`src/rtl/stap_pkg.sv`:
```
// -----------------------------------------------------------------------------
// Tremolo / autopanner package
// Word types, register map, waveform codes, sequencer states and constants.
// -----------------------------------------------------------------------------
package stap_pkg;

   // fixed formats
   localparam int SAMPLE_BITS    = 24;
   localparam int PHASE_BITS_DEF = 32;
   localparam int SINE_DEPTH_DEF = 1024;
   localparam int MUL_W          = 32;
   localparam int CSR_INDEX_BITS = 3;
   localparam int CSR_DATA_BITS  = 24;

   // Q1.15 unity
   localparam logic [15:0] Q_ONE = 16'h8000;

   // quarter-wave sine polynomial coefficients, Q1.15
   localparam logic [15:0] POLY_A = 16'd51472;
   localparam logic [15:0] POLY_B = 16'd21024;
   localparam logic [15:0] POLY_C = 16'd2320;
   localparam logic [15:0] HALF_QUAD = 16'd16384;

   // register reset values
   localparam logic [23:0] RST_PHASE_STEP = 24'd178957;
   localparam logic [15:0] RST_MOD_DEPTH  = 16'd16384;
   localparam logic [2:0]  RST_WAVE_SHAPE = 3'd0;
   localparam logic [15:0] RST_OFFSET     = 16'd32768;
   localparam logic [15:0] RST_MIN_GAIN   = 16'd0;
   localparam logic [15:0] RST_WET_MIX    = 16'd32768;

   // register map
   typedef enum logic [CSR_INDEX_BITS-1:0] {
      REG_PHASE_STEP   = 3'd0,
      REG_MOD_DEPTH    = 3'd1,
      REG_WAVE_SHAPE   = 3'd2,
      REG_RIGHT_OFFSET = 3'd3,
      REG_MIN_GAIN     = 3'd4,
      REG_WET_MIX      = 3'd5
   } reg_index_type;

   // waveform codes; unused codes fall back to sine
   typedef enum logic [2:0] {
      WAVE_SINE     = 3'd0,
      WAVE_TRIANGLE = 3'd1,
      WAVE_SQUARE   = 3'd2,
      WAVE_SAW      = 3'd3,
      WAVE_RSAW     = 3'd4
   } wave_type;

   // sequencer states
   typedef enum logic [4:0] {
      ST_IDLE,
      ST_IDX,
      ST_QEST,
      ST_QMUL,
      ST_QFIX,
      ST_X2,
      ST_T,
      ST_A,
      ST_S,
      ST_LFO,
      ST_DL,
      ST_MG,
      ST_GW,
      ST_COEF,
      ST_MUL,
      ST_RND,
      ST_OUT
   } state_type;

   typedef struct packed {
      logic signed [SAMPLE_BITS-1:0] left_in;
      logic signed [SAMPLE_BITS-1:0] right_in;
      logic                          block_end_in;
   } req_word_type;

   typedef struct packed {
      logic signed [SAMPLE_BITS-1:0] left_out;
      logic signed [SAMPLE_BITS-1:0] right_out;
      logic                          block_end_out;
   } rsp_word_type;

   // settings as the datapath uses them (Q1.15 values already clamped)
   typedef struct packed {
      logic [23:0] phase_step;
      logic [15:0] depth;
      logic [2:0]  shape;
      logic [15:0] phase_offset;
      logic [15:0] floor_gain;
      logic [15:0] mix;
   } cfg_type;

   // clamp a Q1.15 value to unity
   function automatic logic [15:0] sat_q(input logic [15:0] v);
      return (v > Q_ONE) ? Q_ONE : v;
   endfunction

endpackage

```
`src/rtl/stap_mul.sv`:
```
// -----------------------------------------------------------------------------
// Shared multiplier
// Signed MUL_W x MUL_W multiply with a registered product; every product of
// the block passes through here.
// -----------------------------------------------------------------------------
module stap_mul
   import stap_pkg::*;
(
   input  logic                        clock,
   input  logic signed [MUL_W-1:0]     op_a,
   input  logic signed [MUL_W-1:0]     op_b,
   output logic signed [2*MUL_W-1:0]   prod_ff
);

   logic signed [2*MUL_W-1:0] prod_in;

   // multiply
   always_comb begin
      prod_in = op_a * op_b;
   end

   // product register
   always_ff @(posedge clock) begin
      prod_ff <= prod_in;
   end

endmodule

```
`config.mk`:
```
export PLATFORM = sky130hd
export DESIGN_NAME = stap_mul
export DESIGN_NICKNAME = d
export VERILOG_FILES = /design/src/rtl/stap_pkg.sv /design/src/rtl/stap_mul.sv
export SDC_FILE = /design/constraint.sdc
export NUM_CORES = 2
export LEC_CHECK = 0
export ABC_AREA = 1
export BUFFER_PORTS_ARGS = -buffer_cell sky130_fd_sc_hd__buf_2
export CORE_MARGIN = 1
export CORE_UTILIZATION = 50
export CTS_CLUSTER_SIZE = 8
export DETAILED_ROUTE_END_ITERATION = 16
export PLACE_DENSITY = 0.69
export REMOVE_ABC_BUFFERS = 1
export SETUP_SLACK_MARGIN = 0.3
export SLEW_MARGIN = 30
export SYNTH_ARGS = -nofsm -noshare
export SYNTH_HDL_FRONTEND = slang
export SYNTH_SLANG_ARGS = --single-unit
```
`constraint.sdc`:
```
create_clock -name clock -period 7.42 [get_ports clock]
set_input_delay 0.371 -clock clock [delete_from_list [all_inputs] [get_ports clock]]
set_output_delay 0.371 -clock clock [all_outputs]
set_load 0.005 [all_outputs]
```
==> impl_results.md <==
- Worst slew pin tran: approximately 710 ps
- CTS tree: done
- Overflow after GRT: 0
- Pins over their slew limit: 0
- Fraction of synthesized area in multiplexers: 0
- Area leader, netlist: fa_1
- Number of flops mapped to enable cells by yosys: 0
- First-pass GRT wire length: 183 mm
- Synth Area in Compound Gates: 0.0140
- Max FO, Critical Path: 16
- Wire per inst: 17.9 um
- Hold Crit Depth: 4
- Startpoint Class: input port
- Critical path class: input port to flop
- DRC Markers: 0
- Share of layout cells above drive strength 1: 0.0789
- Number of buffers created by CTS: 9
- Post-DRT Antenna Nets: 0
- Final hold viol count: 0
- Number of top-level pins: ~130
- Final-stage net count: 6537
- Core Footprint: slightly below 80000 um2
- Hold Buf Count CTS: 0
- Netlist cell types: 32
- Final min period: ~6900 ps
- Htree depth: 3
- Synthesized-area fraction occupied by adder cells: 0.601
- DRT Pass-1 Iters: 5
- Seq/Total Area, Yosys: 0.0321
- Clock sinks: 64
- Vias in the first global route: ~34000
- HP Start: op_b[0]
- Initial core utilization: 0.505
- Setup crit end kind: flop
- Top-area cell type share of the netlist area: 0.543
- Port Buffers: between 100 and 150
- Initial DRC Count: 2204
- Placement Rows: just over 100
- Largest net degree at the start of global routing: 33
- Synth Area in Simple Gates: 0.170
- Dpl hpwl: roughly 100 mm
- Rel. slew slack: 0.524
- Largest family of logic cells by synthesized area: adder cells
- Final WL: ~110 mm
- Most frequent cells in the layout: 1657 x inv_1, 1443 x nand2_1, 1080 x fa_1
- Endpoints failing setup: 0
- Max reg flops: 64
- Post-synthesis xor/xnor area fraction: 0.00791
- Synth area leaders: fa_1 54%, inv_1 16%, nand2_1 14%
- Fin crit share: 0.927
- Synthesized area: 39900 um2
- Total track usage: 0.293
- Top Registers: prod_ff (64)
- Die Area: a little over 80000 um2
- Vias: ~31000
- Chip height: between 200 and 300 um
- Area grow syn2layout: 8.58%
- Initial antenna violation count: 6
- Syn Inst Count: 5046
- FF+latch count, synth: 64
- CTS clk-pin slew, worst paths: approximately 60 ps
- Setup TNS: 0 ps
- Min-Delay Path Class: input port to flop
- CP Data Required Time: between 7000 and 8000 ps
- Synth warnings: 0
- Commonest non-fill, non-tap cell in the layout: inv_1
- Worst path arrival time: 7090 ps
- Max clock buf depth: 2
- FFs w/ async S/R, synth: 0
- Post-synth top flop: dfxtp_1
- Biggest register: prod_ff
- Peak Freq: between 100 and 150 MHz
- Avg Cell Area, Syn: a little under 8 um2
- Launch point of the critical path: op_b[13]
- Max-cap viol count: 0
- Status: complete, no violations
- Die Width: 284 um
- Vias per inst: between 4 and 5
- Sink of the worst hold path: prod_ff[0]
- CTS root buf: clkbuf_16
- RSZ-0062 raised after global routing: true
- Placer Congestion: about 0.95
==> critical path, stage by stage <==
cell and delay [ps]:
buf_2 450, buf_4 310, nand2_1 80, inv_1 90
fa_1 440, fa_1 410, fa_1 500, inv_1 50
fa_1 470, inv_1 50, fa_1 500, inv_1 50
fa_1 550, inv_1 60, fa_1 530, fa_1 440
ha_1 410, nand2_2 110, nor2_2 210, nand2_1 140
nor2_1 210, nand2_1 100, nand3_2 130, xor2_1 410
==> logic make-up (layout without fill, tap and decap cells) <==
logic type | Yosys count | count (layout)
adder cells (fa/ha/maj) | 1266 | 1266
AO/OA/AOI/OAI | 104 | 104
XOR/XNOR | 36 | 36
AND/OR/NAND/NOR | 1725 | 1725
flip-flops | 64 | 64
buffers and inverters | 1851 | 2015
other | 0 | 1
==> metal layers <==
metal / share of wire / global-route usage / wire [um] / up-vias
met3: 0.081 / 0.0426 / 9090 / 180
met4: 0.028 / 0.0739 / 3130 / 2
met1: 0.41 / 0.400 / 45900 / 15700
met5: 0.00012 / 0 / 14 / -
li1: - / - / - / 14100
met2: 0.48 / 0.491 / 54000 / 1138
==> cells in the mapped netlist (7+ instances only) <==
| cell | instances |
|---|---|
| a21oi_1 | 67 |
| clkbuf_1 | 192 |
| dfxtp_1 | 64 |
| fa_1 | 1082 |
| ha_1 | 184 |
| inv_1 | 1659 |
| nand2_1 | 1444 |
| nand2_2 | 8 |
| nand3_1 | 69 |
| nand3_2 | 7 |
| nand4_1 | 20 |
| nor2_1 | 139 |
| nor2_2 | 11 |
| nor3_1 | 7 |
| o21ai_0 | 20 |
| o21bai_1 | 9 |
| or2_2 | 8 |
| xor2_1 | 30 |
==> area by class of cell <==
class,count,area [um2]
fill,7423,35600
multi-input combinational,3131,31700
inverter,1659,6230
timing repair buffer,341,2470
tap,1050,1310
sequential,64,1280
clock buffer,9,225
clock inverter,6,61.3
antenna,1,2.50
==> through the flow <==
stage	hold slack [ps]	instance area (um2)	util	setup slack, ps	instances
finish	620	43300	0.549	540	6261
global route	635	43300	0.549	290	6260
CTS	603	43100	0.547	399	6254
detailed placement	745	42800	0.543	58.5	6239
global placement	747	42800	0.543	41.5	6239
floorplan	464	39100	-	583	4854
==> worst max path at each step <==
stage | to | slack [ps] | cells after the start
after floorplan | prod_ff[56] | 580 | 23
after global placement | prod_ff[58] | 40 | 22
after detailed placement | prod_ff[63] | 60 | 26
after CTS | prod_ff[63] | 400 | 26
after global routing | prod_ff[63] | 290 | 27
final | prod_ff[28] | 540 | 24
==> repair_timing <==
action | in CTS | in global routing
endpoints found under the setup margin | 0 | 20
endpoints found under the hold margin | 0 | 0
resized for setup | 0 | 30
buffers inserted | 0 | 6
Power is not shown: default switching activity piles up to over one toggle a cycle in this logic, so the estimate is an artifact.
