[src/rtl/stap_pkg.sv]
// -----------------------------------------------------------------------------
// Tremolo / autopanner package
// Word types, register map, waveform codes, sequencer states and constants.
// -----------------------------------------------------------------------------
package stap_pkg;

   // fixed formats
   localparam int SAMPLE_BITS    = 24;
   localparam int PHASE_BITS_DEF = 32;
   localparam int SINE_DEPTH_DEF = 1024;
   localparam int MUL_W          = 32;
   localparam int CSR_INDEX_BITS = 3;
   localparam int CSR_DATA_BITS  = 24;

   // Q1.15 unity
   localparam logic [15:0] Q_ONE = 16'h8000;

   // quarter-wave sine polynomial coefficients, Q1.15
   localparam logic [15:0] POLY_A = 16'd51472;
   localparam logic [15:0] POLY_B = 16'd21024;
   localparam logic [15:0] POLY_C = 16'd2320;
   localparam logic [15:0] HALF_QUAD = 16'd16384;

   // register reset values
   localparam logic [23:0] RST_PHASE_STEP = 24'd178957;
   localparam logic [15:0] RST_MOD_DEPTH  = 16'd16384;
   localparam logic [2:0]  RST_WAVE_SHAPE = 3'd0;
   localparam logic [15:0] RST_OFFSET     = 16'd32768;
   localparam logic [15:0] RST_MIN_GAIN   = 16'd0;
   localparam logic [15:0] RST_WET_MIX    = 16'd32768;

   // register map
   typedef enum logic [CSR_INDEX_BITS-1:0] {
      REG_PHASE_STEP   = 3'd0,
      REG_MOD_DEPTH    = 3'd1,
      REG_WAVE_SHAPE   = 3'd2,
      REG_RIGHT_OFFSET = 3'd3,
      REG_MIN_GAIN     = 3'd4,
      REG_WET_MIX      = 3'd5
   } reg_index_type;

   // waveform codes; unused codes fall back to sine
   typedef enum logic [2:0] {
      WAVE_SINE     = 3'd0,
      WAVE_TRIANGLE = 3'd1,
      WAVE_SQUARE   = 3'd2,
      WAVE_SAW      = 3'd3,
      WAVE_RSAW     = 3'd4
   } wave_type;

   // sequencer states
   typedef enum logic [4:0] {
      ST_IDLE,
      ST_IDX,
      ST_QEST,
      ST_QMUL,
      ST_QFIX,
      ST_X2,
      ST_T,
      ST_A,
      ST_S,
      ST_LFO,
      ST_DL,
      ST_MG,
      ST_GW,
      ST_COEF,
      ST_MUL,
      ST_RND,
      ST_OUT
   } state_type;

   typedef struct packed {
      logic signed [SAMPLE_BITS-1:0] left_in;
      logic signed [SAMPLE_BITS-1:0] right_in;
      logic                          block_end_in;
   } req_word_type;

   typedef struct packed {
      logic signed [SAMPLE_BITS-1:0] left_out;
      logic signed [SAMPLE_BITS-1:0] right_out;
      logic                          block_end_out;
   } rsp_word_type;

   // settings as the datapath uses them (Q1.15 values already clamped)
   typedef struct packed {
      logic [23:0] phase_step;
      logic [15:0] depth;
      logic [2:0]  shape;
      logic [15:0] phase_offset;
      logic [15:0] floor_gain;
      logic [15:0] mix;
   } cfg_type;

   // clamp a Q1.15 value to unity
   function automatic logic [15:0] sat_q(input logic [15:0] v);
      return (v > Q_ONE) ? Q_ONE : v;
   endfunction

endpackage

[src/rtl/stap_csr.sv]
// -----------------------------------------------------------------------------
// Settings registers
// Six write-only registers; Q1.15 settings are clamped to unity on the way out.
// -----------------------------------------------------------------------------
module stap_csr
   import stap_pkg::*;
(
   input  logic                      clock,
   input  logic                      reset,
   input  logic                      csr_valid,
   output logic                      csr_ready,
   input  logic [CSR_INDEX_BITS-1:0] csr_index,
   input  logic [CSR_DATA_BITS-1:0]  csr_data,
   output cfg_type                   cfg
);

   logic [23:0] phase_step_ff;
   logic [15:0] mod_depth_ff;
   logic [2:0]  wave_shape_ff;
   logic [15:0] offset_ff;
   logic [15:0] min_gain_ff;
   logic [15:0] wet_mix_ff;

   // writes land at once
   assign csr_ready = 1'b1;

   // register file; indexes past the map are dropped
   always_ff @(posedge clock) begin
      if (reset) begin
         phase_step_ff <= RST_PHASE_STEP;
         mod_depth_ff  <= RST_MOD_DEPTH;
         wave_shape_ff <= RST_WAVE_SHAPE;
         offset_ff     <= RST_OFFSET;
         min_gain_ff   <= RST_MIN_GAIN;
         wet_mix_ff    <= RST_WET_MIX;
      end else if (csr_valid && csr_ready) begin
         case (csr_index)
            REG_PHASE_STEP:   phase_step_ff <= csr_data[23:0];
            REG_MOD_DEPTH:    mod_depth_ff  <= csr_data[15:0];
            REG_WAVE_SHAPE:   wave_shape_ff <= csr_data[2:0];
            REG_RIGHT_OFFSET: offset_ff     <= csr_data[15:0];
            REG_MIN_GAIN:     min_gain_ff   <= csr_data[15:0];
            REG_WET_MIX:      wet_mix_ff    <= csr_data[15:0];
            default: begin
            end
         endcase
      end
   end

   // settings as used
   always_comb begin
      cfg.phase_step   = phase_step_ff;
      cfg.depth        = sat_q(mod_depth_ff);
      cfg.shape        = wave_shape_ff;
      cfg.phase_offset = offset_ff;
      cfg.floor_gain   = sat_q(min_gain_ff);
      cfg.mix          = sat_q(wet_mix_ff);
   end

endmodule

[config.mk]
export PLATFORM = sky130hd
export DESIGN_NAME = stap_csr
export DESIGN_NICKNAME = d
export VERILOG_FILES = /design/src/rtl/stap_pkg.sv /design/src/rtl/stap_csr.sv
export SDC_FILE = /design/constraint.sdc
export NUM_CORES = 1
export LEC_CHECK = 0
export BUFFER_PORTS_ARGS = -buffer_cell sky130_fd_sc_hd__buf_4
export CAP_MARGIN = 15
export CORE_ASPECT_RATIO = 0.6
export CORE_MARGIN = 2
export CORE_UTILIZATION = 45
export CTS_CLUSTER_DIAMETER = 40
export DETAILED_ROUTE_END_ITERATION = 8
export PLACE_DENSITY_LB_ADDON = 0.05
export SLEW_MARGIN = 20
export SYNTH_ARGS = -nofsm -noshare
export SYNTH_HDL_FRONTEND = slang
export SYNTH_SLANG_ARGS = --single-unit
[constraint.sdc]
create_clock -name clock -period 2.5 [get_ports clock]
set_input_delay 0.125 -clock clock [delete_from_list [all_inputs] [get_ports clock]]
set_output_delay 0.125 -clock clock [all_outputs]
set_load 0.03 [all_outputs]
==> impl_metrics.json <==
{
  "crit_fanout": 17,
  "hold_viol": 0,
  "postCtsHoldBufs": 0,
  "h-tree-depth": 3,
  "vias": 2990,
  "setup_tns_ns": 0,
  "min_path_type": "in -> reg",
  "netlist_area_mm2": 0.004021,
  "crit_path_end_kind": "output port",
  "post-route-period-util_pct": 62.06,
  "initial_core_util_pct": 46.82,
  "post-cts-setup-buffer-count": 0,
  "worstPathArrival_ns": 1.43,
  "reg2reg_slack_ns": 1.44,
  "fmax_ghz": 0.6446,
  "ys_seq_area_share_pct": 45.30,
  "viasPerCell": 4.838,
  "clock_path_buffers": 2,
  "syn_avg_cell_area_um2": 10.10,
  "worst-setup-path-type": "reg -> out",
  "yosys_warnings": 0,
  "io_buffers": 120,
  "cts_resized": 0,
  "wire_per_inst_um": 16.48,
  "cts_tree": "built",
  "core_mm2": 0.008588,
  "diodes": 0,
  "finalClockSkew_ns": 0,
  "route.met2.wl_um": 4157,
  "path_buf_inv": 1,
  "die_x_um": 126.0,
  "clock-root-buffer": "clkbuf_16",
  "firstDrtPassIters": 4,
  "powerDensity_mw_per_mm2": 606.2,
  "setup_ws_ns": 0.9486,
  "ant_nets": 0,
  "path_delay_family": "flip-flops",
  "seq_power_share_pct": 47.3,
  "post-place-ws_ns": 1.098,
  "drive_gt1_share_pct": 28.46,
  "grt_usage_pct": 21.51,
  "leakagePower_uw": 0.002499,
  "fin_crit_ns": 1.551,
  "yosys_register_bits": 91,
  "routed-wl-met3_um": 678,
  "required_ns": 2.38,
  "postSynthNetCount": 428,
  "peakVddDrop_mv": 0.4312,
  "die_h_um": 77.23,
  "final-max-slew-violation-count": 0,
  "rows": 26,
  "switching_share_pct": 23.09,
  "drt_iter0_markers": 199,
  "crit_slowest_cell": "dfxtp_1",
  "grt_max_degree": 68,
  "io-pin-count": 122,
  "power.internal_uw": 2448,
  "finalSetupViolations": 0,
  "rsz0062_at_grt": "no",
  "synthToLayoutAreaGrowth_pct": 30.59,
  "worstPathCellList": "nor2b_1 > buf_4",
  "clkSinkCount": 91,
  "grt_pass1_vias": 2962,
  "p_comb_share_pct": 9.8,
  "cts_buffers": 9,
  "wl_met1_um": 5299,
  "die-area_mm2": 0.009733,
  "routed.top_layer": "met4",
  "p_clk_share_pct": 42.9,
  "overflow": 0,
  "status": "completed",
  "drc": 0,
  "relSlewSlack_pct": 51.63,
  "gp_congestion": 0.7931,
  "antenna_found_initial": 0,
  "synth_cells": 398,
  "switchingPower_uw": 734.8,
  "clock_latency_ns": 0.33,
  "totalWireLength_um": 10180,
  "fin_nets": 531,
  "path_clk_slew_ns": 0.06,
  "ys_types": 16,
  "worstMarginPinSlew_ns": 0.7157,
  "cap_violations": 0,
  "dpl.hpwl_um": 7438,
  "slowest_delay_ns": 0.75,
  "grt_pass1_wl_um": 16260,
  "cp-start-kind": "flip-flop"
}
[power by group through the flow]
stage | Sequential [uW] | Clock (uW) | Combinational [uW]
6_report | 1510 | 1370 | 312
5_1_grt | 1510 | 1450 | 333
4_1_cts | 1510 | 1400 | 313
3_5_place_dp | 1540 | 0 | 312
3_3_place_gp | 1540 | 0 | 307
2_1_floorplan | 1560 | 0 | 172
[flip-flops by register name, indices dropped and copies added (netlist names)]
name           flops
mod_depth_ff      16
offset_ff         16
phase_step_ff     24
wet_mix_ff        16
min_gain_ff       16
wave_shape_ff      3
[per-layer routing]
metal / vias to the layer above / global-route usage (%)
li1: 1492 / -
met1: 1409 / 32.25
met4: 0 / 4.945
met5: - / 0
met2: 85 / 30.59
met3: 4 / 5.722
[synthesized netlist by cell type]
master | n | area (um^2)
nand2b_1 | 101 | 631.9
dfxtp_1 | 91 | 1822
mux2i_1 | 91 | 910.9
nor2b_1 | 45 | 281.5
nor2_1 | 24 | 90.09
clkbuf_1 | 16 | 60.06
buf_2 | 13 | 65.06
buf_4 | 3 | 22.52
buf_6 | 3 | 33.78
nand4bb_1 | 3 | 33.78
nand4b_1 | 2 | 17.52
nor4bb_1 | 2 | 20.02
and4b_1 | 1 | 10.01
conb_1 | 1 | 3.750
nor4b_1 | 1 | 8.760
or4b_1 | 1 | 10.01
[layout by cell type (no fill, tap or decap)]
cell type / Yosys / layout
and4b_1: 1 / 1
buf_4: 3 / 127
bufinv_16: 0 / 1
clkbuf_1: 16 / 1
clkbuf_16: 0 / 9
clkbuf_8: 0 / 2
clkinv_2: 0 / 2
clkinv_4: 0 / 1
conb_1: 1 / 1
dfxtp_1: 91 / 91
mux2i_1: 91 / 91
nand2b_1: 101 / 101
nand4b_1: 2 / 2
nand4bb_1: 3 / 3
nor2_1: 24 / 24
nor2b_1: 45 / 45
nor4b_2: 0 / 1
nor4bb_1: 2 / 1
nor4bb_2: 0 / 1
or4b_1: 1 / 1
[final timing paths]
path                                  startpoint                 to  cells past startpoint
worst min register to register   min_gain_ff[12]    min_gain_ff[12]                      2
worst min-delay path                csr_data[17]  phase_step_ff[17]                      3
worst max register to register   min_gain_ff[15]    min_gain_ff[15]                      2
worst max-delay path            mod_depth_ff[15]            cfg[58]                      2
[worst reg2reg max path: cells and delay by family (launching register included)]
family | cells | cell delay [ns]
flip-flops | 1 | 0.74
multiplexers | 1 | 0.14
AND/OR/NAND/NOR | 1 | 0.11
[kinds of logic (layout without fill, tap and decap cells)]
kind of cell / after synthesis / count (layout) / share of synthesized area, %
and+or+nand+nor: 180 / 180 / 27.44
muxes: 91 / 91 / 22.65
DFF: 91 / 91 / 45.30
buffers and inverters: 35 / 143 / 4.511
other: 1 / 1 / 0.09325
[cell type report]
type	count	area, um^2
multi-input cells	272	2031
clock buffers	12	256.5
clock inverters	4	48.80
flip-flops and latches	91	1822
well taps	112	140.1
repair buffers	127	953.4
fillers	752	3337
[per-stage QoR]
step	total power [uW]	util, %	hold slack [ns]	instances	cell area, um^2
global placement	1844	57.59	0.3907	602	4946
floorplan	1730	-	0.2803	398	4021
detailed placement	1849	57.59	0.4078	602	4946
global route	3296	61.15	0.05766	618	5251
finish	3183	61.15	0.05590	618	5251
CTS	3215	61.15	0.04564	618	5251
(Power assumes the default switching activity.)
