[src/rtl/stap_pkg.sv]
// -----------------------------------------------------------------------------
// Tremolo / autopanner package
// Word types, register map, waveform codes, sequencer states and constants.
// -----------------------------------------------------------------------------
package stap_pkg;

   // fixed formats
   localparam int SAMPLE_BITS    = 24;
   localparam int PHASE_BITS_DEF = 32;
   localparam int SINE_DEPTH_DEF = 1024;
   localparam int MUL_W          = 32;
   localparam int CSR_INDEX_BITS = 3;
   localparam int CSR_DATA_BITS  = 24;

   // Q1.15 unity
   localparam logic [15:0] Q_ONE = 16'h8000;

   // quarter-wave sine polynomial coefficients, Q1.15
   localparam logic [15:0] POLY_A = 16'd51472;
   localparam logic [15:0] POLY_B = 16'd21024;
   localparam logic [15:0] POLY_C = 16'd2320;
   localparam logic [15:0] HALF_QUAD = 16'd16384;

   // register reset values
   localparam logic [23:0] RST_PHASE_STEP = 24'd178957;
   localparam logic [15:0] RST_MOD_DEPTH  = 16'd16384;
   localparam logic [2:0]  RST_WAVE_SHAPE = 3'd0;
   localparam logic [15:0] RST_OFFSET     = 16'd32768;
   localparam logic [15:0] RST_MIN_GAIN   = 16'd0;
   localparam logic [15:0] RST_WET_MIX    = 16'd32768;

   // register map
   typedef enum logic [CSR_INDEX_BITS-1:0] {
      REG_PHASE_STEP   = 3'd0,
      REG_MOD_DEPTH    = 3'd1,
      REG_WAVE_SHAPE   = 3'd2,
      REG_RIGHT_OFFSET = 3'd3,
      REG_MIN_GAIN     = 3'd4,
      REG_WET_MIX      = 3'd5
   } reg_index_type;

   // waveform codes; unused codes fall back to sine
   typedef enum logic [2:0] {
      WAVE_SINE     = 3'd0,
      WAVE_TRIANGLE = 3'd1,
      WAVE_SQUARE   = 3'd2,
      WAVE_SAW      = 3'd3,
      WAVE_RSAW     = 3'd4
   } wave_type;

   // sequencer states
   typedef enum logic [4:0] {
      ST_IDLE,
      ST_IDX,
      ST_QEST,
      ST_QMUL,
      ST_QFIX,
      ST_X2,
      ST_T,
      ST_A,
      ST_S,
      ST_LFO,
      ST_DL,
      ST_MG,
      ST_GW,
      ST_COEF,
      ST_MUL,
      ST_RND,
      ST_OUT
   } state_type;

   typedef struct packed {
      logic signed [SAMPLE_BITS-1:0] left_in;
      logic signed [SAMPLE_BITS-1:0] right_in;
      logic                          block_end_in;
   } req_word_type;

   typedef struct packed {
      logic signed [SAMPLE_BITS-1:0] left_out;
      logic signed [SAMPLE_BITS-1:0] right_out;
      logic                          block_end_out;
   } rsp_word_type;

   // settings as the datapath uses them (Q1.15 values already clamped)
   typedef struct packed {
      logic [23:0] phase_step;
      logic [15:0] depth;
      logic [2:0]  shape;
      logic [15:0] phase_offset;
      logic [15:0] floor_gain;
      logic [15:0] mix;
   } cfg_type;

   // clamp a Q1.15 value to unity
   function automatic logic [15:0] sat_q(input logic [15:0] v);
      return (v > Q_ONE) ? Q_ONE : v;
   endfunction

endpackage

[src/rtl/stap_wave.sv]
// -----------------------------------------------------------------------------
// LFO waveform shaper
// Triangle, square and saw shapes from the top 16 phase bits; flags the sine
// shape, which the sequencer evaluates on the shared multiplier.
// -----------------------------------------------------------------------------
module stap_wave
   import stap_pkg::*;
(
   input  logic [2:0]  shape,
   input  logic [15:0] phase,
   output logic [15:0] lfo,
   output logic        is_sine
);

   logic [15:0] half_phase;

   assign half_phase = {1'b0, phase[15:1]};

   // shape select
   always_comb begin
      lfo     = '0;
      is_sine = 1'b0;
      case (shape)
         WAVE_TRIANGLE: begin
            lfo = phase[15] ? 16'(17'h10000 - 17'(phase)) : phase;
         end
         WAVE_SQUARE: begin
            lfo = phase[15] ? 16'd0 : Q_ONE;
         end
         WAVE_SAW: begin
            lfo = half_phase;
         end
         WAVE_RSAW: begin
            lfo = Q_ONE - half_phase;
         end
         default: begin
            is_sine = 1'b1;
         end
      endcase
   end

endmodule

[config.mk]
export PLATFORM = sky130hd
export DESIGN_NAME = stap_wave
export DESIGN_NICKNAME = d
export VERILOG_FILES = /design/src/rtl/stap_pkg.sv /design/src/rtl/stap_wave.sv
export SDC_FILE = /design/constraint.sdc
export NUM_CORES = 1
export LEC_CHECK = 0
export ABC_CLOCK_PERIOD_IN_PS = 5900
export BUFFER_PORTS_ARGS = -buffer_cell sky130_fd_sc_hd__buf_2
export CAP_MARGIN = 10
export CORE_MARGIN = 2
export CORE_UTILIZATION = 55
export DETAILED_ROUTE_END_ITERATION = 8
export PLACE_DENSITY = 0.89
export SLEW_MARGIN = 10
export SYNTH_ARGS = -nofsm -noshare
export SYNTH_HDL_FRONTEND = slang
export SYNTH_SLANG_ARGS = --single-unit
[constraint.sdc]
create_clock -name vclk -period 5.9
set_input_delay 0.295 -clock vclk [all_inputs]
set_output_delay 0.295 -clock vclk [all_outputs]
set_load 0.01 [all_outputs]
==> results of run 1 <==
==> logic make-up after synthesis <==
kind of cell / after synthesis / synth area share (%)
simple gates: 63 / 36.9
compound gates: 47 / 36.0
buf+inv: 17 / 9.40
xor+xnor: 14 / 13.7
fa+ha+maj: 2 / 2.80
mux: 1 / 1.12
==> layout by cell type (no fill, tap or decap), types with 3 or more instances in the layout <==
cell type and count:
xnor2_1 8, a21oi_1 5, o41ai_1 3, o21ai_0 18, buf_2 36, nand2_1 15, nor2_1 14, nor4_1 5
xor2_1 6, nor3_1 8, a221o_1 5, nand2b_1 4, inv_1 5
==> worst paths after layout <==
| kind | slack, ps | depth (start not counted) | endpoint |
|---|---|---|---|
| worst min-delay path | 950 | 3 | is_sine |
| worst max-delay path | 3320 | 7 | lfo[11] |
==> critical path: stages <==
cell and delay, ps:
buf_2 160, or4_4 560, or4_4 450, or3_1 340, a221oi_2 210, a221o_1 140, buf_2 120
==> layer usage <==
layer / track usage, % / share of wire (%) / up-vias / wire length, µm
li1: - / - / 592 / -
met1: 41.2 / 36 / 566 / 1010
met2: 55.3 / 49 / 92 / 1380
met3: 2.45 / 13 / 12 / 359
met4: 4.24 / 2.3 / 0 / 64
met5: 0 / 0 / - / 0
==> cells in the mapped netlist, drive strengths merged <==
master,count,share of area (%)
a211oi,1,0.84
a21oi,5,2.8
a221o,5,5.6
a221oi,1,1.7
a22oi,2,1.7
and2,1,0.70
buf,4,3.9
clkbuf,8,3.4
ha,2,2.8
inv,5,2.1
mux2i,1,1.1
nand2,15,6.3
nand2b,4,2.8
nand3,2,1.1
nand4,1,0.70
nor2,14,5.9
nor2b,2,1.4
nor3,8,4.5
nor3b,1,0.84
nor4,5,3.5
o211ai,1,0.84
o21a,1,0.84
o21ai,19,11
o221ai,2,2.0
o22ai,2,1.4
o311ai,1,0.98
o31a,1,0.98
o31ai,2,1.7
o32a,1,1.1
o41ai,3,2.9
or2,1,0.70
or3,3,2.2
or3b,1,0.98
or4,5,5.2
xnor2,8,7.9
xor2,6,5.9
==> area by class of cell <==
type	instances	area share, %
multi-input combinational	127	78.7
timing repair buffer	36	17.5
tap	16	1.95
inverter	5	1.83
==> power by group through the flow <==
stage | clock network, mW | registers (mW) | logic, mW
floorplan | 0 | 0 | 0.0470
global placement | 0 | 0 | 0.0676
detailed placement | 0 | 0 | 0.0703
CTS | 0 | 0 | 0.0705
global route | 0 | 0 | 0.0786
finish | 0 | 0 | 0.0717
==> metrics by stage <==
stage / instance area [µm²] / setup slack (ps) / hold slack [ps]
global placement: 1030 / 3370 / 932
floorplan: 892 / 3530 / 681
CTS: 1030 / 3320 / 950
finish: 1030 / 3320 / 946
global route: 1030 / 3130 / 1000
detailed placement: 1030 / 3320 / 947
==> flow_summary.json, run 1 <==
{
  "ys_types": 43,
  "wl_per_cell_um": 15.3,
  "clockBufferCount": 0,
  "die-area_mm2": 0.00196,
  "power_density_mw_per_mm2": 69.8,
  "cts_resized": 0,
  "syn_nets": 165,
  "dp_cells": 184,
  "antenna_found_initial": 0,
  "slew_headroom_pct": 61.4,
  "hold_buffers": 0,
  "drt_first_pass_iters": 5,
  "hold_path.class": "in2out",
  "intPower_mw": 0.0289,
  "seq_area_um2": 0,
  "crit_type": "in2out",
  "diodes": 0,
  "fill_cells": 145,
  "yosysWarnings": 0,
  "ir_drop_v": 0.0000440,
  "switching_share_pct": 59.7,
  "fmax_mhz": 388,
  "grt_pass1_vias": 1061,
  "ys_seq_area_share_pct": 0,
  "slew_viol_final": 0,
  "cp.arrival_ps": 2280,
  "leakage_nw": 0.414,
  "place.gp.congestion": 0.924,
  "cap_violations": 0,
  "vias_per_cell": 6.86,
  "routed-via-count": 1262,
  "crit_path_end_kind": "output port",
  "row_count": 14,
  "grt_max_degree": 19,
  "crit_path_start": "phase[7]",
  "die_x_um": 44.3,
  "post-cts-setup-buffers": 0,
  "ios": 36,
  "power.total_mw": 0.0717,
  "dpl.hpwl_um": 2210,
  "p_switching_mw": 0.0428,
  "clockPowerShare_pct": 0,
  "syn_inst": 144,
  "min-delay-start": "shape[2]",
  "fin_tns_setup_ps": 0,
  "finalNetCount": 191,
  "final_util_pct": 68.2,
  "finalHoldViolations": 0,
  "port_buffers": 36,
  "worst_pin_slew_ps": 574,
  "core_area_mm2": 0.00151,
  "syn-cell-area_um2": 892,
  "area.growth.synth_to_final_pct": 15.1,
  "final_cells": 184,
  "seq_cells": 0,
  "cp-start-kind": "primary input",
  "grt_usage_pct": 31.0,
  "period_needed_ps": 2580,
  "final.period_utilization_pct": 43.7,
  "overflow": 0,
  "avgSynthCellArea_um2": 6.20,
  "crit_fanout": 10,
  "grt_pass1_wl_um": 4780,
  "antenna_left": 0,
  "outcome": "completed",
  "grt_setup_unrepaired": "no",
  "drt-total-wl_um": 2820,
  "dieHeight_um": 44.3,
  "route.detailed.drc": 0,
  "setup_viol": 0,
  "worst-endpoint-required_ps": 5610,
  "initial_core_util_pct": 59.2,
  "drtIter0Drc": 86,
  "seqPwrFrac_pct": 0,
  "multi_input_area_um2": 808,
  "drive_above_1_share_pct": 25.0,
  "combPwrFrac_pct": 100.0
}
Note: power is estimated with default switching activity, not from simulation.
==> run 2, diff against run 1 <==
ABC_AREA = 1   (was unset)
ABC_CLOCK_PERIOD_IN_PS = 2500   (was 5900)
CORE_UTILIZATION = 54   (was 55)
PLACE_DENSITY = 0.85   (was 0.89)
clock period = 2.5 ns   (was 5.9 ns; I/O delays follow)
==> run 2 against run 1 <==
Cell area increased by 21%. Count of clock-buffer cells in the layout did not move. Critical path depth rose by 4. Flip-flop and latch count unchanged. Setup slack worse by 2300 ps. Global-route usage down 4.9 points. Worst hold slack lost 310 ps. Combinational power rose by 150%. Wire length rose by 3.1%. Synthesized area is 19% higher. Total power rose by 150%. Largest power group unchanged.
==> flow_summary.json, run 2 <==
{
  "crit_path_start": "phase[1]",
  "most-common-layout-cells": "60 x nand2_1, 36 x buf_2, 28 x nand3_1, 26 x nor2_1, 22 x inv_1",
  "dpl.hpwl_um": 2380,
  "antenna_left": 0,
  "avgSynthCellArea_um2": 5.02,
  "dieHeight_um": 48.4,
  "intPower_mw": 0.0621,
  "grt_pass1_wl_um": 5170,
  "route.detailed.drc": 0,
  "final_util_pct": 65.5,
  "synthTopCellsByCount": "60 x nand2_1, 28 x nand3_1, 26 x nor2_1, 22 x inv_1, 10 x a21oi_1",
  "cap_violations": 0,
  "worstPathCellList": "buf_2, inv_1, ha_1, nand2_4, nor2_4, nand3_2, nand2_1, nor2_1, nor2_1, nand2_1, buf_2",
  "synth_top_area_cell": "nand2_1",
  "crit_slowest_cell": "ha_1",
  "placed_cell_area_mm2": 0.00124,
  "crit_type": "in2out",
  "row_count": 16,
  "core_area_mm2": 0.00190,
  "routed-via-count": 1421,
  "grt_max_degree": 20,
  "yosys-top-cells-area": "nand2_1 21%, nand3_1 13%, nor2_1 9.2%, inv_1 7.8%, nor2_4 6.3%",
  "syn-cell-area_mm2": 0.00106,
  "final.period_utilization_pct": 60.8,
  "crit_fanout": 6,
  "final_design_area_no_fill_mm2": 0.00124,
  "seq_area_um2": 0,
  "grt_pass1_vias": 1245,
  "yosysWarnings": 0,
  "syn_inst": 212,
  "setup_viol": 0,
  "area.growth.synth_to_final_pct": 16.9,
  "die-area_mm2": 0.00234,
  "post-cts-setup-buffers": 0,
  "switching_share_pct": 65.1,
  "drive_above_1_share_pct": 28.3,
  "port_buffers": 36,
  "place.gp.congestion": 0.908,
  "die_x_um": 48.4,
  "grt_usage_pct": 26.1,
  "ys_types": 26,
  "diodes": 0,
  "initial_core_util_pct": 56.0,
  "syn_nets": 233,
  "fin_tns_setup_ps": 0,
  "drtIter0Drc": 51,
  "seqPwrFrac_pct": 0,
  "worst-endpoint-required_ps": 2380,
  "cts_resized": 0,
  "clockPowerShare_pct": 0,
  "fmax_mhz": 658,
  "crit_path_end_kind": "output port",
  "layout_commonest_cell": "nand2_1",
  "finalNetCount": 267,
  "power.total_mw": 0.178,
  "worst_pin_slew_ps": 408,
  "period_needed_ps": 1520,
  "drt-total-wl_um": 2900,
  "hold_path.class": "in2out",
  "ios": 36,
  "cp.arrival_ps": 1400,
  "power_density_mw_per_mm2": 143,
  "seq_cells": 0,
  "drt_first_pass_iters": 4,
  "combPwrFrac_pct": 100.0,
  "ir_drop_v": 0.0000990,
  "hold_buffers": 0,
  "synthDominantCellAreaShare_pct": 21.2,
  "leakage_nw": 0.663,
  "p_switching_mw": 0.116,
  "overflow": 0,
  "cp_slowest_stage_delay_ps": 330,
  "wl_per_cell_um": 10.7,
  "slew_viol_final": 0,
  "min-delay-start": "phase[13]",
  "ys_seq_area_share_pct": 0,
  "grt_setup_unrepaired": "no",
  "finalHoldViolations": 0,
  "outcome": "completed",
  "cp-start-kind": "primary input",
  "clockBufferCount": 0,
  "antenna_found_initial": 0,
  "slew_headroom_pct": 72.7,
  "yosys.cell_count.top_type": "nand2_1",
  "vias_per_cell": 5.24
}
run 2: per-layer routing:
metal  vias to the layer above  track usage [%]  share of wire, %
met5                         -                0                 0
met4                         0             3.33              0.62
met3                         2            0.309               4.7
met2                        39             45.6                45
met1                       613             37.1                49
li1                        767                -                 -
run 2: logic make-up after synthesis:
logic type | Yosys count | synth area share [%]
and+or+nand+nor | 147 | 67.6
adders and majority gates | 2 | 2.35
buffers and inverters | 33 | 13.7
AOI/OAI and AO/OA | 30 | 16.3
run 2: final timing paths:
path | endpoint | cells past startpoint
min | lfo[12] | 4
max | lfo[14] | 11
run 2: metrics by stage:
stage	hold slack [ps]	instances	worst slack [ps]
6_report	634	271	979
5_1_grt	669	271	865
4_1_cts	632	271	985
3_5_place_dp	631	271	991
3_3_place_gp	628	271	1020
2_1_floorplan	381	212	1220
run 2: area by class of cell:
class / count / area [µm²]
well taps: 27 / 33.8
multi-input cells: 179 / 918
repair buffers: 37 / 188
fillers: 215 / 657
inverters: 28 / 105
run 2: power by group through the flow:
stage | Sequential (mW) | Combinational [mW] | Clock [mW]
final | 0 | 0.178 | 0
after global routing | 0 | 0.201 | 0
after CTS | 0 | 0.177 | 0
after detailed placement | 0 | 0.177 | 0
after global placement | 0 | 0.175 | 0
after floorplan | 0 | 0.116 | 0
run 2: worst max-delay path, delay by kind of cell:
| family | cells | cell delay [ps] |
|---|---|---|
| buf+inv | 3 | 350 |
| simple gates | 7 | 580 |
| fa+ha+maj | 1 | 330 |
==> run 3, diff against run 2 <==
ABC_AREA = 0   (was 1)
ABC_CLOCK_PERIOD_IN_PS = 1600   (was 2500)
CORE_UTILIZATION = 52   (was 54)
clock period = 1.6 ns   (was 2.5 ns; I/O delays follow)
==> run 3 against run 2 <==
The run now fails in clock tree synthesis. Synthesized area fell by 16%. Synthesized cell count shrank 32%.
==> flow_summary.json, run 3 <==
{
  "yosys.cell_count.top_type": "o21ai_0",
  "syn-cell-area_um2": 892,
  "outcome": "stopped before the end",
  "synthTopCellsByCount": "18 x o21ai_0, 15 x nand2_1, 14 x nor2_1",
  "initial_core_util_pct": 57.2,
  "hold_buffers": 0,
  "ios": 36,
  "tool.error": "[ERROR DPL-0038] Utilization greater than 100%, impossible to legalize",
  "dpl.hpwl_um": 2690,
  "dp_cells": 218,
  "post-cts-setup-buffers": 11,
  "die_x_um": 45.4,
  "yosys-top-cells-area": "o21ai_0 10%, xnor2_1 7.9%, nand2_1 6.3%, nor2_1 5.9%, xor2_1 5.9%",
  "syn_inst": 144,
  "ys_types": 43,
  "cts_resized": 46,
  "stop_stage": "clock tree synthesis",
  "syn_nets": 165,
  "yosysWarnings": 0,
  "synthDominantCellAreaShare_pct": 10.1,
  "row_count": 14,
  "dieHeight_um": 45.4,
  "avgSynthCellArea_um2": 6.20,
  "place.gp.congestion": 0.979,
  "synth_top_area_cell": "o21ai_0",
  "ys_seq_area_share_pct": 0,
  "port_buffers": 36
}
[run 3: changes by cell type after synthesis, sizes merged, moves of 6 or more]
cell | before | now
nand2 | 67 | 15
nand3 | 32 | 2
xnor2 | 0 | 8
clkbuf | 0 | 8
nor2 | 37 | 14
inv | 28 | 5
xor2 | 0 | 6
[run 3: through the flow]
step | TNS, ps | setup slack (ps) | cell area (µm²)
2_1_floorplan | -754 | -345 | 911
3_3_place_gp | -3060 | -419 | 1300
3_5_place_dp | -3650 | -462 | 1300
[run 3: cell families after synthesis]
family | count (synthesis) | share of synthesized area (%)
xor gates and xnor gates | 14 | 13.7
buffers and inverters | 17 | 9.40
and+or+nand+nor | 63 | 36.9
muxes | 1 | 1.12
adders and majority gates | 2 | 2.80
AOI/OAI and AO/OA | 47 | 36.0
==> run 4, diff against run 3 <==
CORE_AREA = 2 2 63 65   (was unset)
CORE_MARGIN = unset   (was 2)
CORE_UTILIZATION = unset   (was 52)
DIE_AREA = 0 0 65 67   (was unset)
PLACE_DENSITY = unset   (was 0.85)
PLACE_DENSITY_LB_ADDON = 0.15   (was unset)
==> run 4 against run 3 <==
The flow now finishes, with violations (setup timing).
==> flow_summary.json, run 4 (synthesis gave the netlist of run 1 again) <==
{
  "drt-total-wl_um": 3940,
  "intPower_mw": 0.199,
  "combPwrFrac_pct": 100.0,
  "final_cells": 269,
  "power.total_mw": 0.405,
  "core_area_mm2": 0.00361,
  "ir_drop_v": 0.000110,
  "final.period_utilization_pct": 132,
  "vias_per_cell": 5.24,
  "worst_pin_slew_ps": 459,
  "drive_above_1_share_pct": 53.8,
  "setup_viol": 11,
  "antenna_left": 0,
  "initial_core_util_pct": 24.7,
  "outcome": "complete, but fails checks",
  "period_needed_ps": 2110,
  "whs_path_depth": 4,
  "final_design_area_no_fill_mm2": 0.00174,
  "leakage_nw": 0.755,
  "wl_per_cell_um": 14.6,
  "route.detailed.drc": 0,
  "place_ws_ps": -469,
  "dp_cells": 254,
  "crit_path_start": "phase[7]",
  "dpl.hpwl_um": 2790,
  "finalNetCount": 244,
  "worst-path-stages": 7,
  "power_density_mw_per_mm2": 232,
  "row_count": 22,
  "violations": "setup timing",
  "grt_setup_unrepaired": "yes",
  "overflow": 0,
  "cp.arrival_ps": 2030,
  "drt_first_pass_iters": 4,
  "cp-start-kind": "primary input",
  "place.gp.congestion": 0.865,
  "port_buffers": 36,
  "seq_cells": 0,
  "routed-via-count": 1410,
  "crit_path_end_kind": "output port",
  "diodes": 0,
  "multi_input_area_um2": 990,
  "fill_cells": 386,
  "worstPathCellList": "buf_6, or4_4, or4_4, or3_1, a221oi_2, a221o_1, buf_2",
  "finalHoldViolations": 0,
  "cap_violations": 0,
  "hold_buffers": 0,
  "setup_ws_ps": -505,
  "grt_max_degree": 18,
  "cp_slowest_stage_delay_ps": 530,
  "area.growth.synth_to_final_pct": 95.2,
  "crit_buf_inv": 2,
  "min-delay-start": "phase[0]",
  "p_switching_mw": 0.205,
  "grt_pass1_wl_um": 6040,
  "antenna_found_initial": 0,
  "crit_slowest_cell": "or4_4",
  "slew_headroom_pct": 69.0,
  "slew_viol_final": 0,
  "hold_path.class": "in2out",
  "drtIter0Drc": 78,
  "die-area_mm2": 0.00436,
  "crit_fanout": 2,
  "clockPowerShare_pct": 0,
  "cp-endpoint": "lfo[11]",
  "cp_common_cell": "or4_4",
  "worst-endpoint-required_ps": 1520,
  "grt_pass1_vias": 1339,
  "die_x_um": 65,
  "seq_area_um2": 0,
  "switching_share_pct": 50.8,
  "fmax_mhz": 475,
  "grt_usage_pct": 17.5,
  "most-common-layout-cells": "43 x buf_4, 30 x buf_2, 14 x buf_6, 13 x nor2_1, 13 x nand2_1",
  "dieHeight_um": 67,
  "clockBufferCount": 0,
  "layout_commonest_cell": "buf_4",
  "crit_type": "in2out",
  "final_util_pct": 48.3,
  "ios": 36,
  "seqPwrFrac_pct": 0,
  "path_delay_family": "simple AND/OR/NAND/NOR gates",
  "placed_cell_area_mm2": 0.00137
}
run 4: what timing repair did:
item / in CTS / in global routing
setup endpoints to repair: 11 / 11
endpoints found under the hold margin: 0 / 0
pin swaps: 17 / 11
setup buffers: 10 / 5
resized for setup: 45 / 16
run 4: worst min-delay path by stage:
stage                         end  slack, ps
after global placement    is_sine        540
after global routing       lfo[0]        550
after floorplan           is_sine        260
final                      lfo[0]        530
after detailed placement  is_sine        540
after CTS                  lfo[0]        530
run 4: cell type report:
cell class / instances / share of cell area [%]
Multi-Input combinational cell: 127 / 56.8
Timing Repair Buffer: 89 / 37.9
Tap cell: 48 / 3.45
Inverter: 5 / 1.80
run 4: layer usage:
layer  track usage, %  part of all wire, %
met5                0                    0
met4             3.72                  1.5
met3            0.845                  3.6
met2             34.3                   52
met1             20.8                   43
run 4: power by group through the flow:
stage               Sequential [mW]  Clock [mW]  Combinational, mW
global route                      0           0              0.440
CTS                               0           0              0.374
global placement                  0           0              0.324
floorplan                         0           0              0.178
detailed placement                0           0              0.326
finish                            0           0              0.405
run 4: stage by stage:
step	hold slack, ps	TNS, ps
after floorplan	259	-754
after detailed placement	537	-3160
after global placement	536	-3090
after CTS	528	-2330
after global routing	546	-3320
final	529	-2640
